`src/sv/dis_pkg.sv`:
```
`default_nettype none
package dis_pkg;

	// Width of one element and of a sorted result.
	localparam int unsigned VALUE_W = 32;

	// Default storage depth; a set that fills it is closed automatically.
	localparam int unsigned MAX_ITEMS_DEF = 64;

endpackage
`default_nettype wire

```
`src/sv/descending_integer_sort.sv`:
```
// Descending integer sort.
// Elements arrive one per transaction on the input channel (value, last_in, in_valid,
// in_stall). A transaction with last_in set, or one that fills the last of MAX_ITEMS
// entries, closes the set. The block then stalls its input, sorts the set in place
// in a single-port-write, single-port-read memory with an exchange sort, and emits
// the elements largest first on the output channel (sorted_value, last_out,
// out_valid, out_stall), with last_out set on the final, smallest element.
// Each sort pass for position p steps through S_FETCH, S_PRIME, S_SCAN and S_WB,
// with one compare per cycle in S_SCAN while the running maximum sits in a register.
// While a result is offered, the memory read for the next one is already issued.
// A stalled result holds its value until taken.
// The input channel is stalled from the closing transaction until the last
// result has been taken. Reset clears the element count and the control state;
// the memory contents are not cleared, and no entry's data is used before it is written.
`default_nettype none
module descending_integer_sort #(
	parameter int unsigned MAX_ITEMS = dis_pkg::MAX_ITEMS_DEF
) (
	input  wire logic                                 clk,
	input  wire logic                                 arst_n,
	input  wire logic                                 in_valid,
	output logic                                      in_stall,
	input  wire logic signed [dis_pkg::VALUE_W-1:0]   value,
	input  wire logic                                 last_in,
	output logic                                      out_valid,
	input  wire logic                                 out_stall,
	output logic signed [dis_pkg::VALUE_W-1:0]        sorted_value,
	output logic                                      last_out
);

	localparam int unsigned IDX_W = $clog2(MAX_ITEMS);
	localparam int unsigned CNT_W = $clog2(MAX_ITEMS + 1);

	typedef enum logic [2:0] {
		S_LOAD,   // accepting elements
		S_FETCH,  // read the entry at the pass position
		S_PRIME,  // take it as the running maximum, read the first later entry
		S_SCAN,   // compare one later entry per cycle, swap when it is larger
		S_WB,     // write the running maximum back to the pass position
		S_ERD,    // read the next result
		S_EWAIT,  // read data arrives and goes to the output register
		S_EOUT    // result offered until the receiver takes it
	} state_t;

	state_t state_q;

	// The element store: written at one address, read at one, read data registered.
	logic signed [dis_pkg::VALUE_W-1:0] mem [MAX_ITEMS];
	logic signed [dis_pkg::VALUE_W-1:0] rd_data_q;

	logic [CNT_W-1:0] count_q;  // elements loaded, then the set size during sort/emit
	logic [CNT_W-1:0] p_q;      // pass position
	logic [CNT_W-1:0] q_q;      // entry whose read data is present in S_SCAN
	logic [CNT_W-1:0] k_q;      // result position during emit
	logic signed [dis_pkg::VALUE_W-1:0] cur_q;  // running maximum of the current pass

	logic [CNT_W-1:0] rd_addr;
	logic [CNT_W-1:0] wr_addr;
	logic             wr_en;
	logic signed [dis_pkg::VALUE_W-1:0] wr_data;

	logic             in_accept;
	logic             out_accept;
	logic [CNT_W-1:0] cnt_next;
	logic             closing;
	logic             swap;
	logic             scan_more;

	assign in_stall   = (state_q != S_LOAD);
	assign in_accept  = in_valid && !in_stall;
	assign out_accept = out_valid && !out_stall;
	assign cnt_next   = count_q + CNT_W'(1);
	assign closing    = last_in || (cnt_next == CNT_W'(MAX_ITEMS));
	assign swap       = (cur_q < rd_data_q);
	assign scan_more  = ((q_q + CNT_W'(1)) < count_q);

	// Memory port control.
	always_comb begin
		rd_addr = '0;
		wr_en   = 1'b0;
		wr_addr = count_q;
		wr_data = value;
		unique case (state_q)
			S_LOAD: begin
				wr_en = in_accept;
			end
			S_FETCH: begin
				rd_addr = p_q;
			end
			S_PRIME: begin
				rd_addr = p_q + CNT_W'(1);
			end
			S_SCAN: begin
				rd_addr = q_q + CNT_W'(1);
				wr_en   = swap;
				wr_addr = q_q;
				wr_data = cur_q;
			end
			S_WB: begin
				wr_en   = 1'b1;
				wr_addr = p_q;
				wr_data = cur_q;
			end
			S_ERD: begin
				rd_addr = k_q;
			end
			S_EOUT: begin
				// On the final result the address lies past the set; that read is unused.
				rd_addr = k_q + CNT_W'(1);
			end
			default: begin
				rd_addr = '0;
			end
		endcase
	end

	always_ff @(posedge clk) begin
		if (wr_en) begin
			mem[wr_addr[IDX_W-1:0]] <= wr_data;
		end
		rd_data_q <= mem[rd_addr[IDX_W-1:0]];
	end

	always_ff @(posedge clk or negedge arst_n) begin
		if (!arst_n) begin
			state_q      <= S_LOAD;
			count_q      <= '0;
			p_q          <= '0;
			q_q          <= '0;
			k_q          <= '0;
			cur_q        <= '0;
			out_valid    <= 1'b0;
			sorted_value <= '0;
			last_out     <= 1'b0;
		end else begin
			unique case (state_q)
				S_LOAD: begin
					if (in_accept) begin
						count_q <= cnt_next;
						p_q     <= '0;
						k_q     <= '0;
						if (closing) begin
							// A single element needs no sort.
							state_q <= (cnt_next == CNT_W'(1)) ? S_ERD : S_FETCH;
						end
					end
				end
				S_FETCH: begin
					state_q <= S_PRIME;
				end
				S_PRIME: begin
					cur_q   <= rd_data_q;
					q_q     <= p_q + CNT_W'(1);
					state_q <= S_SCAN;
				end
				S_SCAN: begin
					// The later entry takes the old maximum, the maximum takes it.
					if (swap) begin
						cur_q <= rd_data_q;
					end
					if (scan_more) begin
						q_q <= q_q + CNT_W'(1);
					end else begin
						state_q <= S_WB;
					end
				end
				S_WB: begin
					if ((p_q + CNT_W'(2)) < count_q) begin
						p_q     <= p_q + CNT_W'(1);
						state_q <= S_FETCH;
					end else begin
						state_q <= S_ERD;
					end
				end
				S_ERD: begin
					state_q <= S_EWAIT;
				end
				S_EWAIT: begin
					out_valid    <= 1'b1;
					sorted_value <= rd_data_q;
					last_out     <= ((k_q + CNT_W'(1)) == count_q);
					state_q      <= S_EOUT;
				end
				S_EOUT: begin
					if (out_accept) begin
						out_valid <= 1'b0;
						if (last_out) begin
							count_q <= '0;
							state_q <= S_LOAD;
						end else begin
							k_q     <= k_q + CNT_W'(1);
							state_q <= S_EWAIT;
						end
					end
				end
				default: begin
					state_q <= S_LOAD;
				end
			endcase
		end
	end

endmodule
`default_nettype wire

```
`config.mk`:
```
export PLATFORM = sky130hd
export DESIGN_NAME = descending_integer_sort
export DESIGN_NICKNAME = d
export VERILOG_FILES = /design/src/sv/dis_pkg.sv /design/src/sv/descending_integer_sort.sv
export SDC_FILE = /design/constraint.sdc
export NUM_CORES = 2
export LEC_CHECK = 0
export BUFFER_PORTS_ARGS = -buffer_cell sky130_fd_sc_hd__buf_2
export CAP_MARGIN = 0
export CORE_ASPECT_RATIO = 1.25
export CORE_MARGIN = 4
export CORE_UTILIZATION = 35
export DETAILED_ROUTE_END_ITERATION = 12
export PLACE_DENSITY = 0.56
export SLEW_MARGIN = 20
export SYNTH_ARGS = -nofsm -noshare
export SYNTH_HDL_FRONTEND = slang
export SYNTH_SLANG_ARGS = --single-unit
```
`constraint.sdc`:
```
create_clock -name clk -period 4.86 [get_ports clk]
set_input_delay 0.729 -clock clk [delete_from_list [all_inputs] [get_ports clk]]
set_output_delay 0.729 -clock clk [all_outputs]
set_load 0.02 [all_outputs]
```
==> impl_metrics.env <==
export IMPL_clkSinkCount=2177
export IMPL_power_density_mw_per_mm2=742
export IMPL_ys_seq_area_share_pct=73.3
export IMPL_yosys_most_used_dff="edfxtp_1"
export IMPL_regArea_sq_mm=0.0646
export IMPL_postSynthCellCount=6978
export IMPL_cts_buffers=212
export IMPL_syn_to_final_growth_pct=16.0
export IMPL_fin_nets=7353
export IMPL_die_x_um=457
export IMPL_synthArstFlopShare_pct=4.46
export IMPL_setup_viol=0
export IMPL_rows=205
export IMPL_maxSlewHeadroom_pct=21.6
export IMPL_ant_nets=0
export IMPL_grt_max_degree=91
export IMPL_synth_distinct_cells=63
export IMPL_peakVddDrop_mv=0.560
export IMPL_cts_htree_levels=4
export IMPL_outcome="completed"
export IMPL_drc=0
export IMPL_critical_path_max_fanout=32
export IMPL_start_kind="flip-flop"
export IMPL_post_cts_setup_buffer_count=0
export IMPL_grt_pass1_wl_um=412000
export IMPL_grt_antenna_before_repair=10
export IMPL_critPathKind="flip-flop to flip-flop"
export IMPL_worst_slew_pin_slew_ns=1.18
export IMPL_clk_pin_slew_ns=0.06
export IMPL_initial_core_util_pct=35.2
export IMPL_hpwl_um=184000
export IMPL_stdcell_area_sq_mm=0.102
export IMPL_io_buffers=71
export IMPL_min_period_ns=4.70
export IMPL_drv_slew=0
export IMPL_track_usage_pct=21.5
export IMPL_die_h_um=569
export IMPL_layout_drive_gt1_share_pct=13.1
export IMPL_grt_pass1_vias=56300
export IMPL_multiInputGateArea_sq_mm=0.0219
export IMPL_insertion_delay_ns=0.88
export IMPL_cts_tree="yes"
export IMPL_syn_avg_cell_area_sq_um=12.6
export IMPL_io_pins=72
export IMPL_firstDrtPassIters=8
export IMPL_end_kind="flip-flop"
export IMPL_via_per_inst=5.52
export IMPL_rsz0062_at_grt="no"
export IMPL_finalHoldViolations=0
export IMPL_finClkSkew_ns=0.0794
export IMPL_finalCritPeriodShare_pct=96.7
export IMPL_fmax_mhz=213
export IMPL_crit_required_ns=5.36
export IMPL_grt_overflow=0
export IMPL_syn_area_sq_mm=0.0881
export IMPL_die_area_sq_mm=0.260
export IMPL_power_leakage_nw=35.9
export IMPL_max_cap_viol_count=0
export IMPL_drt_total_wl_um=288000
export IMPL_root_buffer="clkbuf_16"
export IMPL_routedWlPerCell_um=26.8
export IMPL_synth_edf_count=2048
export IMPL_finalPower_mw=75.8
export IMPL_vias=59300
export IMPL_cp_arrival_ns=5.20
export IMPL_core_area_sq_mm=0.250
export IMPL_hp_class="primary input to flip-flop"
export IMPL_fill_cells=23300
export IMPL_synth_nets=7065
export IMPL_placed_cell_area_sq_mm=0.0958
export IMPL_gp_congestion=0.959
export IMPL_synth_warnings=0
export IMPL_drtIter0Drc=7088
export IMPL_synth_seq_cells=2177
export IMPL_clockBufferDepth=4
-- registers in the layout, summed over array words and instances, names as in the netlist --
register / flops
mem: 2048
cur_q: 32
rd_data_q: 32
sorted_value: 32
count_q: 7
k_q: 7
p_q: 7
q_q: 7
state_q: 3
last_out: 1
out_valid: 1
-- cell usage after synthesis, types with 13 or more instances --
master	n	area, sq um
o21ai_0	113	566
dfrtp_1	97	2430
nor3_1	81	405
buf_4	15	113
nand2b_1	15	93.8
o22ai_1	16	100
a311oi_1	172	1510
mux2_2	35	394
a21o_1	17	128
edfxtp_1	2048	61500
nand2_1	2234	8390
nand3_1	732	3660
and3_1	240	1500
buf_2	216	1080
buf_1	54	203
nand4_1	34	213
xnor2_1	19	166
dfxtp_1	32	641
a21oi_1	76	380
nor2_1	96	360
ha_1	50	626
a31oi_1	157	982
clkbuf_1	173	649
mux2i_1	13	130
a221oi_1	36	315
a32oi_1	19	166
inv_1	43	161
-- per-layer routing --
layer  vias up  wire length, um  GRT usage [%]
met5         -               17              0
met4         2            18400           11.7
met3       568            24100           3.64
met2      2817           133000           34.5
met1     29800           112000           28.0
li1      26100                -              -
-- area by class of cell --
class / instances / area share, %
Timing Repair Buffer: 532 / 4.89
Clock inverter: 109 / 0.841
Antenna cell: 8 / 0.0196
Multi-Input combinational cell: 4300 / 21.4
Inverter: 43 / 0.158
Tap cell: 3312 / 4.05
Clock buffer: 263 / 5.44
Sequential cell: 2177 / 63.2
-- timing repair --
action,CTS,global route
resized for setup,1,2
hold buffers,1,0
endpoints found under the hold margin,38,0
endpoints found under the setup margin,1,1
-- cells by family after synthesis --
| kind of cell | after synthesis | share of synthesized area, % |
|---|---|---|
| simple gates | 3463 | 16.8 |
| flops | 2177 | 73.3 |
| compound gates | 703 | 5.63 |
| buf+inv | 501 | 2.50 |
| mux | 53 | 0.723 |
| fa+ha+maj | 50 | 0.710 |
| xor+xnor | 31 | 0.308 |
-- cell usage in the layout (no fill, tap or decap), types with 48 or more instances in the layout --
master / synthesis / routed
o21ai_0: 113 / 113
a311oi_1: 172 / 172
a21oi_1: 76 / 76
nand2_1: 2234 / 2201
a31oi_1: 157 / 156
edfxtp_1: 2048 / 2048
clkbuf_1: 173 / 48
buf_4: 15 / 366
nand3_1: 732 / 731
nor2_1: 96 / 75
buf_12: 0 / 94
ha_1: 50 / 50
and3_1: 240 / 240
dfrtp_1: 97 / 96
clkbuf_16: 0 / 215
buf_2: 216 / 70
nor3_2: 3 / 50
-- per-stage QoR --
| stage | setup WS (ns) | TNS, ns | instances | hold slack (ns) | utilization, % |
|---|---|---|---|---|---|
| 2_1_floorplan | -0.0376 | -10.74 | 6978 | 0.433 | - |
| 3_3_place_gp | -0.600 | -0.644 | 10400 | 0.459 | 38.3 |
| 3_5_place_dp | -0.0812 | -0.0812 | 10400 | 0.466 | 38.3 |
| 4_1_cts | 0.157 | 0 | 10700 | 0.106 | 40.9 |
| 5_1_grt | 0.116 | 0 | 10700 | 0.142 | 40.9 |
| 6_report | 0.162 | 0 | 10700 | 0.165 | 40.9 |
-- worst max-delay path: stages, from the launching register on --
cell and delay, ns:
dfxtp_1 0.67, inv_1 0.13, ha_1 0.31, a21o_1 0.10
a21o_1 0.11, a21oi_1 0.07, o21ai_0 0.29, a31oi_1 0.13
o21ai_0 0.72, a21oi_1 0.22, nor2_4 0.61, buf_4 0.45
nor3_2 0.09, buf_4 0.34
-- worst paths after layout --
check | endpoint | depth (start not counted) | startpoint | slack, ns
min in group asynchronous | sorted_value[5] | 2 | arst_n | 0.53
worst max-delay path | mem[52][5] | 13 | rd_data_q[1] | 0.16
max in group asynchronous | sorted_value[17] | 3 | arst_n | 3.32
worst max register to register | mem[52][5] | 13 | rd_data_q[1] | 0.16
worst min-delay path | out_valid | 3 | out_stall | 0.16
worst min register to register | cur_q[7] | 1 | rd_data_q[7] | 0.47
-- power breakdown --
part	switching, mW	internal (mW)	total (mW)
Clock	7.00	8.76	15.8
Sequential	0.554	24.0	24.5
Combinational	25.6	9.93	35.5
Total	33.1	42.7	75.8
(Power assumes the default switching activity.)
